`src/rtl/pab_pkg.sv`:
```
// Shared types and constants for the polygon area and bounds core.
package pab_pkg;

   localparam int COORD_W       = 16;
   localparam int TERM_W        = 17;
   localparam int PROD_W        = 34;
   localparam int AREA_W        = 44;
   localparam int COUNT_FIELD_W = 11;
   localparam int QUEUE_DEPTH   = 4;
   localparam int QUEUE_AW      = $clog2(QUEUE_DEPTH);

   // one classified vertex, as handed from front to back
   typedef struct packed {
      logic                      first;
      logic                      last;
      logic signed [COORD_W-1:0] x;
      logic signed [COORD_W-1:0] y;
      logic signed [TERM_W-1:0]  ax;
      logic signed [TERM_W-1:0]  ay;
      logic signed [TERM_W-1:0]  cx;
      logic signed [TERM_W-1:0]  cy;
   } vertex_entry_type;

   typedef struct packed {
      logic signed [AREA_W-1:0]        area_doubled;
      logic signed [COORD_W-1:0]       min_x;
      logic signed [COORD_W-1:0]       max_x;
      logic signed [COORD_W-1:0]       min_y;
      logic signed [COORD_W-1:0]       max_y;
      logic        [COUNT_FIELD_W-1:0] vertex_count;
      logic                            too_many;
   } result_word_type;

endpackage

```
`src/rtl/pab_if.sv`:
```
// Valid/ready channel interfaces for vertex and result words.
interface pab_req_if;
   logic                                valid;
   logic                                ready;
   logic signed [pab_pkg::COORD_W-1:0]  vertex_x;
   logic signed [pab_pkg::COORD_W-1:0]  vertex_y;
   logic                                last_vertex;

   modport source (output valid, output vertex_x, output vertex_y, output last_vertex,
                   input ready);
   modport sink   (input valid, input vertex_x, input vertex_y, input last_vertex,
                   output ready);
endinterface

interface pab_rsp_if;
   logic                                     valid;
   logic                                     ready;
   logic signed [pab_pkg::AREA_W-1:0]        area_doubled;
   logic signed [pab_pkg::COORD_W-1:0]       min_x;
   logic signed [pab_pkg::COORD_W-1:0]       max_x;
   logic signed [pab_pkg::COORD_W-1:0]       min_y;
   logic signed [pab_pkg::COORD_W-1:0]       max_y;
   logic        [pab_pkg::COUNT_FIELD_W-1:0] vertex_count;
   logic                                     too_many;

   modport source (output valid, output area_doubled, output min_x, output max_x,
                   output min_y, output max_y, output vertex_count, output too_many,
                   input ready);
   modport sink   (input valid, input area_doubled, input min_x, input max_x,
                   input min_y, input max_y, input vertex_count, input too_many,
                   output ready);
endinterface

```
`src/rtl/polygon_area_and_bounds_core.sv`:
```
// Polygon shoelace area and bounding box core, top level.
// Throughput: one vertex word per cycle, sustained, including back to back polygons,
// unless a result word held by the receiver stalls the pipeline. The last vertex passes
// queue write, the 17x17 multiply stage and the accumulate stage into the result register.
// A four-entry queue decouples vertex intake from the multiply/accumulate pipeline.
// Reset (synchronous) empties the queue and pipeline and waits for a first vertex.
module polygon_area_and_bounds_core #(
   parameter int MAX_VERTICES = 1024
) (
   input  logic       clock,
   input  logic       reset,
   pab_req_if.sink    req_ch,
   pab_rsp_if.source  rsp_ch
);

   logic                       push_valid, push_ready;
   logic                       pop_valid, pop_ready;
   pab_pkg::vertex_entry_type  push_entry, pop_entry;
   pab_pkg::result_word_type   out_word;

   pab_front u_front (
      .clock      (clock),
      .reset      (reset),
      .req_ch     (req_ch),
      .push_valid (push_valid),
      .push_ready (push_ready),
      .push_entry (push_entry)
   );

   pab_queue u_queue (
      .clock      (clock),
      .reset      (reset),
      .push_valid (push_valid),
      .push_ready (push_ready),
      .push_entry (push_entry),
      .pop_valid  (pop_valid),
      .pop_ready  (pop_ready),
      .pop_entry  (pop_entry)
   );

   pab_back #(
      .MAX_VERTICES (MAX_VERTICES)
   ) u_back (
      .clock     (clock),
      .reset     (reset),
      .pop_valid (pop_valid),
      .pop_ready (pop_ready),
      .pop_entry (pop_entry),
      .out_valid (rsp_ch.valid),
      .out_ready (rsp_ch.ready),
      .out_word  (out_word)
   );

   assign rsp_ch.area_doubled = out_word.area_doubled;
   assign rsp_ch.min_x        = out_word.min_x;
   assign rsp_ch.max_x        = out_word.max_x;
   assign rsp_ch.min_y        = out_word.min_y;
   assign rsp_ch.max_y        = out_word.max_y;
   assign rsp_ch.vertex_count = out_word.vertex_count;
   assign rsp_ch.too_many     = out_word.too_many;

endmodule

```
`src/rtl/pab_front.sv`:
```
// Front end: accepts vertex words, tracks first/previous vertex, forms term operands.
module pab_front (
   input  logic                       clock,
   input  logic                       reset,
   pab_req_if.sink                    req_ch,
   output logic                       push_valid,
   input  logic                       push_ready,
   output pab_pkg::vertex_entry_type  push_entry
);

   logic                               active_ff, active_in;
   logic signed [pab_pkg::COORD_W-1:0] first_x_ff, first_x_in;
   logic signed [pab_pkg::COORD_W-1:0] first_y_ff, first_y_in;
   logic signed [pab_pkg::COORD_W-1:0] prev_x_ff, prev_x_in;
   logic signed [pab_pkg::COORD_W-1:0] prev_y_ff, prev_y_in;
   logic signed [pab_pkg::COORD_W-1:0] fx, fy;
   logic                               take;

   assign req_ch.ready = push_ready;
   assign push_valid   = req_ch.valid;
   assign take         = req_ch.valid && push_ready;

   assign fx = active_ff ? first_x_ff : req_ch.vertex_x;
   assign fy = active_ff ? first_y_ff : req_ch.vertex_y;

   always_comb begin
      push_entry.first = !active_ff;
      push_entry.last  = req_ch.last_vertex;
      push_entry.x     = req_ch.vertex_x;
      push_entry.y     = req_ch.vertex_y;
      push_entry.ax    = {prev_x_ff[15], prev_x_ff} + {req_ch.vertex_x[15], req_ch.vertex_x};
      push_entry.ay    = {prev_y_ff[15], prev_y_ff} - {req_ch.vertex_y[15], req_ch.vertex_y};
      push_entry.cx    = {req_ch.vertex_x[15], req_ch.vertex_x} + {fx[15], fx};
      push_entry.cy    = {req_ch.vertex_y[15], req_ch.vertex_y} - {fy[15], fy};
   end

   always_comb begin
      active_in  = active_ff;
      first_x_in = first_x_ff;
      first_y_in = first_y_ff;
      prev_x_in  = prev_x_ff;
      prev_y_in  = prev_y_ff;
      if (take) begin
         active_in  = !req_ch.last_vertex;
         first_x_in = fx;
         first_y_in = fy;
         prev_x_in  = req_ch.vertex_x;
         prev_y_in  = req_ch.vertex_y;
      end
   end

   always_ff @(posedge clock) begin
      if (reset) begin
         active_ff <= 1'b0;
      end else begin
         active_ff <= active_in;
      end
      first_x_ff <= first_x_in;
      first_y_ff <= first_y_in;
      prev_x_ff  <= prev_x_in;
      prev_y_ff  <= prev_y_in;
   end

endmodule

```
`src/rtl/pab_queue.sv`:
```
// Short FIFO between front and back ends.
module pab_queue (
   input  logic                       clock,
   input  logic                       reset,
   input  logic                       push_valid,
   output logic                       push_ready,
   input  pab_pkg::vertex_entry_type  push_entry,
   output logic                       pop_valid,
   input  logic                       pop_ready,
   output pab_pkg::vertex_entry_type  pop_entry
);

   pab_pkg::vertex_entry_type         slot_ff [pab_pkg::QUEUE_DEPTH];
   logic [pab_pkg::QUEUE_AW-1:0]      wr_ptr_ff, wr_ptr_in;
   logic [pab_pkg::QUEUE_AW-1:0]      rd_ptr_ff, rd_ptr_in;
   logic [pab_pkg::QUEUE_AW:0]        fill_ff, fill_in;
   logic                              do_push, do_pop;

   assign push_ready = (fill_ff != (pab_pkg::QUEUE_AW+1)'(pab_pkg::QUEUE_DEPTH));
   assign pop_valid  = (fill_ff != '0);
   assign pop_entry  = slot_ff[rd_ptr_ff];
   assign do_push    = push_valid && push_ready;
   assign do_pop     = pop_valid && pop_ready;

   always_comb begin
      wr_ptr_in = do_push ? wr_ptr_ff + 1'b1 : wr_ptr_ff;
      rd_ptr_in = do_pop  ? rd_ptr_ff + 1'b1 : rd_ptr_ff;
      fill_in   = fill_ff;
      if (do_push && !do_pop) begin
         fill_in = fill_ff + 1'b1;
      end else if (do_pop && !do_push) begin
         fill_in = fill_ff - 1'b1;
      end
   end

   always_ff @(posedge clock) begin
      if (reset) begin
         wr_ptr_ff <= '0;
         rd_ptr_ff <= '0;
         fill_ff   <= '0;
      end else begin
         wr_ptr_ff <= wr_ptr_in;
         rd_ptr_ff <= rd_ptr_in;
         fill_ff   <= fill_in;
      end
   end

   always_ff @(posedge clock) begin
      if (do_push) begin
         slot_ff[wr_ptr_ff] <= push_entry;
      end
   end

endmodule

```
`src/rtl/pab_back.sv`:
```
// Back end: multiply stage, accumulate/box/count stage and result register.
module pab_back #(
   parameter int MAX_VERTICES = 1024
) (
   input  logic                       clock,
   input  logic                       reset,
   input  logic                       pop_valid,
   output logic                       pop_ready,
   input  pab_pkg::vertex_entry_type  pop_entry,
   output logic                       out_valid,
   input  logic                       out_ready,
   output pab_pkg::result_word_type   out_word
);

   localparam int CNT_RAW = $clog2(MAX_VERTICES + 1);
   localparam int CNT_W   = (CNT_RAW > pab_pkg::COUNT_FIELD_W) ? CNT_RAW
                                                               : pab_pkg::COUNT_FIELD_W;
   localparam int AW      = pab_pkg::AREA_W;
   localparam int PW      = pab_pkg::PROD_W;
   localparam int CW      = pab_pkg::COORD_W;

   // multiply stage
   logic                  m_valid_ff, m_valid_in;
   logic                  m_first_ff, m_last_ff;
   logic signed [CW-1:0]  m_x_ff, m_y_ff;
   logic signed [PW-1:0]  m_pa_ff, m_pc_ff;
   logic signed [PW-1:0]  pa, pc;

   // accumulate stage state
   logic signed [AW-1:0]  area_ff, area_in;
   logic signed [CW-1:0]  min_x_ff, min_x_in, max_x_ff, max_x_in;
   logic signed [CW-1:0]  min_y_ff, min_y_in, max_y_ff, max_y_in;
   logic [CNT_W-1:0]      count_ff, count_in;
   logic                  ovf_ff, ovf_in;

   logic                  o_valid_ff, o_valid_in;
   pab_pkg::result_word_type o_word_ff, o_word_in;

   logic                  adv_acc, adv_mul;
   logic [AW-1:0]         term_a, term_c, base;

   assign adv_acc   = m_valid_ff && (!m_last_ff || !o_valid_ff || out_ready);
   assign adv_mul   = !m_valid_ff || adv_acc;
   assign pop_ready = adv_mul;

   assign pa = $signed(pop_entry.ax) * $signed(pop_entry.ay);
   assign pc = $signed(pop_entry.cx) * $signed(pop_entry.cy);

   always_comb begin
      m_valid_in = m_valid_ff;
      if (adv_mul) begin
         m_valid_in = pop_valid;
      end
   end

   always_ff @(posedge clock) begin
      if (adv_mul && pop_valid) begin
         m_first_ff <= pop_entry.first;
         m_last_ff  <= pop_entry.last;
         m_x_ff     <= pop_entry.x;
         m_y_ff     <= pop_entry.y;
         m_pa_ff    <= pa;
         m_pc_ff    <= pc;
      end
   end

   assign term_a = m_first_ff ? '0 : {{(AW-PW){m_pa_ff[PW-1]}}, m_pa_ff};
   assign term_c = m_last_ff  ? {{(AW-PW){m_pc_ff[PW-1]}}, m_pc_ff} : '0;
   assign base   = m_first_ff ? '0 : area_ff;

   always_comb begin
      area_in  = area_ff;
      min_x_in = min_x_ff;
      max_x_in = max_x_ff;
      min_y_in = min_y_ff;
      max_y_in = max_y_ff;
      count_in = count_ff;
      ovf_in   = ovf_ff;
      if (adv_acc) begin
         area_in = $signed(base + term_a + term_c);
         if (m_first_ff) begin
            min_x_in = m_x_ff;
            max_x_in = m_x_ff;
            min_y_in = m_y_ff;
            max_y_in = m_y_ff;
            count_in = CNT_W'(1);
            ovf_in   = 1'b0;
         end else begin
            min_x_in = (m_x_ff < min_x_ff) ? m_x_ff : min_x_ff;
            max_x_in = (m_x_ff > max_x_ff) ? m_x_ff : max_x_ff;
            min_y_in = (m_y_ff < min_y_ff) ? m_y_ff : min_y_ff;
            max_y_in = (m_y_ff > max_y_ff) ? m_y_ff : max_y_ff;
            if (count_ff >= CNT_W'(MAX_VERTICES)) begin
               ovf_in = 1'b1;
            end else begin
               count_in = count_ff + 1'b1;
            end
         end
      end
   end

   always_comb begin
      o_valid_in = o_valid_ff;
      o_word_in  = o_word_ff;
      if (o_valid_ff && out_ready) begin
         o_valid_in = 1'b0;
      end
      if (adv_acc && m_last_ff) begin
         o_valid_in             = 1'b1;
         o_word_in.area_doubled = -area_in;
         o_word_in.min_x        = min_x_in;
         o_word_in.max_x        = max_x_in;
         o_word_in.min_y        = min_y_in;
         o_word_in.max_y        = max_y_in;
         o_word_in.vertex_count =
            (count_in > CNT_W'({pab_pkg::COUNT_FIELD_W{1'b1}}))
            ? {pab_pkg::COUNT_FIELD_W{1'b1}} : count_in[pab_pkg::COUNT_FIELD_W-1:0];
         o_word_in.too_many     = ovf_in;
      end
   end

   always_ff @(posedge clock) begin
      if (reset) begin
         m_valid_ff <= 1'b0;
         o_valid_ff <= 1'b0;
      end else begin
         m_valid_ff <= m_valid_in;
         o_valid_ff <= o_valid_in;
      end
      area_ff   <= area_in;
      min_x_ff  <= min_x_in;
      max_x_ff  <= max_x_in;
      min_y_ff  <= min_y_in;
      max_y_ff  <= max_y_in;
      count_ff  <= count_in;
      ovf_ff    <= ovf_in;
      o_word_ff <= o_word_in;
   end

   assign out_valid = o_valid_ff;
   assign out_word  = o_word_ff;

endmodule

```
`src/flat_wrapper.sv`:
```
// flat-port wrapper written by rule: the top's interface ports become plain ports
module polygon_area_and_bounds_core_flat 
#(
   parameter int MAX_VERTICES = 1024
)
  (clock, reset, req_ch_valid, req_ch_vertex_x, req_ch_vertex_y, req_ch_last_vertex, req_ch_ready, rsp_ch_valid, rsp_ch_area_doubled, rsp_ch_min_x, rsp_ch_max_x, rsp_ch_min_y, rsp_ch_max_y, rsp_ch_vertex_count, rsp_ch_too_many, rsp_ch_ready);
  pab_req_if req_ch_i ();
  pab_rsp_if rsp_ch_i ();
  input  logic clock;
  input  logic reset;
  input wire logic [$bits(req_ch_i.valid)-1:0] req_ch_valid;
  input wire logic [$bits(req_ch_i.vertex_x)-1:0] req_ch_vertex_x;
  input wire logic [$bits(req_ch_i.vertex_y)-1:0] req_ch_vertex_y;
  input wire logic [$bits(req_ch_i.last_vertex)-1:0] req_ch_last_vertex;
  output wire logic [$bits(req_ch_i.ready)-1:0] req_ch_ready;
  output wire logic [$bits(rsp_ch_i.valid)-1:0] rsp_ch_valid;
  output wire logic [$bits(rsp_ch_i.area_doubled)-1:0] rsp_ch_area_doubled;
  output wire logic [$bits(rsp_ch_i.min_x)-1:0] rsp_ch_min_x;
  output wire logic [$bits(rsp_ch_i.max_x)-1:0] rsp_ch_max_x;
  output wire logic [$bits(rsp_ch_i.min_y)-1:0] rsp_ch_min_y;
  output wire logic [$bits(rsp_ch_i.max_y)-1:0] rsp_ch_max_y;
  output wire logic [$bits(rsp_ch_i.vertex_count)-1:0] rsp_ch_vertex_count;
  output wire logic [$bits(rsp_ch_i.too_many)-1:0] rsp_ch_too_many;
  input wire logic [$bits(rsp_ch_i.ready)-1:0] rsp_ch_ready;
  assign req_ch_i.valid = req_ch_valid;
  assign req_ch_i.vertex_x = req_ch_vertex_x;
  assign req_ch_i.vertex_y = req_ch_vertex_y;
  assign req_ch_i.last_vertex = req_ch_last_vertex;
  assign req_ch_ready = req_ch_i.ready;
  assign rsp_ch_valid = rsp_ch_i.valid;
  assign rsp_ch_area_doubled = rsp_ch_i.area_doubled;
  assign rsp_ch_min_x = rsp_ch_i.min_x;
  assign rsp_ch_max_x = rsp_ch_i.max_x;
  assign rsp_ch_min_y = rsp_ch_i.min_y;
  assign rsp_ch_max_y = rsp_ch_i.max_y;
  assign rsp_ch_vertex_count = rsp_ch_i.vertex_count;
  assign rsp_ch_too_many = rsp_ch_i.too_many;
  assign rsp_ch_i.ready = rsp_ch_ready;
  polygon_area_and_bounds_core #(.MAX_VERTICES(MAX_VERTICES)) u_core (.clock(clock), .reset(reset), .req_ch(req_ch_i), .rsp_ch(rsp_ch_i));
endmodule
```
`config.mk`:
```
export PLATFORM = sky130hd
export DESIGN_NAME = polygon_area_and_bounds_core_flat
export DESIGN_NICKNAME = d
export VERILOG_FILES = /design/src/rtl/pab_pkg.sv /design/src/rtl/pab_if.sv /design/src/rtl/polygon_area_and_bounds_core.sv /design/src/rtl/pab_front.sv /design/src/rtl/pab_queue.sv /design/src/rtl/pab_back.sv /design/src/flat_wrapper.sv
export SDC_FILE = /design/constraint.sdc
export NUM_CORES = 2
export LEC_CHECK = 0
export BUFFER_PORTS_ARGS = -buffer_cell sky130_fd_sc_hd__buf_4
export CORE_MARGIN = 4
export CORE_UTILIZATION = 50
export DETAILED_ROUTE_END_ITERATION = 10
export MAX_ROUTING_LAYER = met4
export PLACE_DENSITY = 0.69
export SLEW_MARGIN = 15
export SYNTH_ARGS = -nofsm -noshare
export SYNTH_HDL_FRONTEND = slang
export SYNTH_HIERARCHICAL = 1
export SYNTH_SLANG_ARGS = --single-unit
```
`constraint.sdc`:
```
create_clock -name clock -period 7.2 [get_ports clock]
set_input_delay 0.72 -clock clock [delete_from_list [all_inputs] [get_ports clock]]
set_output_delay 0.72 -clock clock [all_outputs]
set_load 0.05 [all_outputs]
```
==> flow_metrics.py <==
metrics = {
    "global_route": {
        "grt_max_degree": 77,
        "grt-ovfl-total": 0,
        "grt_pass1_wl_mm": 222,
        "grt_pass1_vias": 39300,
        "grtUsageTotal": 0.233,
        "grt_antenna_before_repair": 2,
    },
    "worst_setup_path": {
        "worst_setup_path_end_kind": "flip-flop",
        "required_ps": 7600,
        "cp_top_family": "adder cells",
        "max_stage_delay_ps": 600,
        "critPathKind": "reg -> reg",
        "cp_slowest_cell": "mux4_2",
        "cp.buffers_inverters": 6,
        "arrival_ps": 7550,
        "start_kind": "flip-flop",
        "timing.critical_path.mode_cell": "fa_1",
        "cp_max_fo": 5,
    },
    "worst_hold_path": {
        "hold_start": "req_ch_last_vertex",
        "hold_path_class": "in -> reg",
    },
    "clock_network": {
        "cts_max_path_buffers": 3,
        "clock-sinks": 826,
        "cts_buffers": 85,
        "clkTransAtPathRegs_ps": 60,
        "worst_skew_pair.late_latency_ps": 680,
        "htreeDepth": 3,
        "root_buffer": "clkbuf_16",
        "cts_tree": "yes",
    },
    "routing": {
        "wl_per_cell_um": 20.3,
        "num_vias": 37600,
        "vias_per_cell": 5.38,
        "wl_mm": 142,
        "ant_nets": 0,
        "drt-pass1-iter-count": 6,
        "drtIter0Drc": 3002,
        "drc": 0,
    },
    "sta": {
        "slew_violations": 0,
        "relSlewSlack": 0.299,
        "fin_crit_ps": 7150,
        "worst_slew_pin_slew_ps": 1050,
        "skew_ps": 75.4,
        "post-route-period-util": 0.993,
        "whs_ps": 288,
        "finalSetupViolCount": 0,
        "rsz0062_at_grt": "true",
        "clock.fmax_mhz": 140,
        "hold_viol": 0,
    },
    "floorplan": {
        "core_um2": 119000,
        "rows": 126,
        "start_util": 0.506,
        "die-height_um": 354,
        "die_w_um": 354,
        "ios": 159,
        "die_area_um2": 126000,
    },
    "yosys": {
        "synth.area.top_cells": "edfxtp_1, fa_1, ha_1",
        "synth_top_area_frac": 0.347,
        "synth_warnings": 6,
        "ys_types": 101,
        "ys_async_sr_fraction": 0,
        "syn_area_um2": 60000,
        "syn_inst": 5032,
        "ys.flop_type": "edfxtp_1",
        "yosysMostFrequentCell": "inv_1",
        "seq_area_frac_synth": 0.392,
        "netlist_top_cells_count": "inv_1, edfxtp_1, fa_1, nand2_1, ha_1",
        "yosys.area.top_type": "edfxtp_1",
        "synth_edf_count": 694,
        "synth_compound_area_frac": 0.0649,
        "synth_fa_ha_area_frac": 0.286,
        "synth-simple-area-share": 0.110,
        "synth_top_family_by_area": "adder cells",
        "synthXorXnorAreaFrac": 0.0267,
        "syn_area_per_cell_um2": 11.9,
        "syn_nets": 6057,
        "ys_ff_latch": 826,
        "synthMuxAreaShare": 0.0560,
    },
    "placement": {
        "dp_cells": 6788,
        "dpl.hpwl_mm": 107,
        "dpl-instance-area_um2": 63800,
        "io_buffers": 158,
        "place.gp.congestion": 0.902,
    },
    "finish": {
        "finalNonFillerCells": 6987,
        "drive_above_1_share": 0.150,
        "stdcell_area_um2": 67400,
        "diodes": 0,
        "nNetsFinal": 6340,
        "multiInputGateArea_um2": 33000,
        "regArea_um2": 23500,
        "nFillCells": 9701,
        "fin_util": 0.569,
        "area_growth_pct": 12.4,
    },
    "run": {
        "maxCapViolCount": 0,
    },
    "run_status": {
        "outcome": "finished clean",
    },
}
## worst paths after layout
check	slack, ps	to	depth (start not counted)
worst max-delay path	50	u_core/u_back/m_pa_ff[33]$_DFFE_PP_	26
worst min-delay path	290	u_core/u_front/active_ff$_SDFFE_PP0P_	2
worst max register to register	50	u_core/u_back/m_pa_ff[33]$_DFFE_PP_	26
worst min register to register	500	u_core/u_back/min_x_ff[3]$_DFF_P_	1
## state kept, by name, summed over array words and instances, names as in the netlist, 11 cells and up, named ones only
| name | cells |
|---|---|
| u_core/u_back/max_x_ff | 16 |
| u_core/u_back/m_y_ff | 16 |
| u_core/u_back/m_pc_ff | 34 |
| u_core/u_back/out_word | 120 |
| u_core/u_back/count_ff | 11 |
| u_core/u_back/m_x_ff | 16 |
| u_core/u_front/prev_x_ff | 16 |
| u_core/u_front/prev_y_ff | 16 |
| u_core/u_back/max_y_ff | 16 |
| u_core/u_back/min_y_ff | 16 |
| u_core/u_front/first_y_ff | 16 |
| u_core/u_back/area_ff | 44 |
| u_core/u_back/min_x_ff | 16 |
| u_core/u_back/m_pa_ff | 34 |
| u_core/u_front/first_x_ff | 16 |
| u_core/u_queue/slot_ff | 408 |
## cell families (layout without fill, tap and decap cells)
group / Yosys count / count (layout)
xor+xnor: 183 / 183
buf+inv: 970 / 1320
fa+ha+maj: 988 / 988
simple gates: 1290 / 1290
mux: 198 / 203
compound gates: 577 / 577
flops: 826 / 826
## cells in the final DEF, fill, tap and decap left out, drive strengths merged, types with 56 or more instances in the layout
cell,instances
a21o,83
a21oi,160
and2,305
buf,383
clkbuf,108
dfxtp,132
edfxtp,694
fa,641
ha,347
inv,784
mux2,79
mux4,107
nand2,447
nand2b,99
nor2,168
nor3,56
o21ai,105
xnor2,130
## metrics by stage
step           setup slack, ps  TNS (ps)
6_report                  53.5         0
4_1_cts                 0.0533         0
3_3_place_gp             -50.7     -50.7
3_5_place_dp              -189      -440
2_1_floorplan            -46.8     -46.8
5_1_grt                   -166      -428
## layout make-up
type | instances | area share
clock inverters | 52 | 0.00943
multi-input cells | 3241 | 0.489
repair buffers | 384 | 0.0460
inverters | 777 | 0.0433
flip-flops and latches | 826 | 0.348
well taps | 1600 | 0.0297
clock buffers | 107 | 0.0340
## worst reg2reg max path: cells and delay by family (launching register included)
family / cells / cell delay (ps)
multiplexers: 1 / 600
flip-flops: 1 / 370
AO/OA/AOI/OAI: 10 / 1920
adder cells (fa/ha/maj): 7 / 3270
XOR/XNOR: 1 / 70
buffers and inverters: 6 / 500
AND/OR/NAND/NOR: 1 / 210
## per-layer routing
layer | track usage | routed length (µm) | up-vias
met2 | 0.376 | 67000 | 1116
li1 | - | - | 17400
met4 | 0.0480 | 2760 | 0
met5 | - | 0 | -
met1 | 0.313 | 61900 | 18900
met3 | 0.0402 | 9870 | 141
## timing repair
item,CTS,global route
pin swaps,5,31
hold buffers,0,0
gates cloned,1,6
buffers inserted,8,25
setup endpoints to repair,3,12
gates resized for setup,9,61
Power is left out: the tool's default activity adds up to more than one toggle a clock period on the data nets, which glitch-free logic cannot reach.
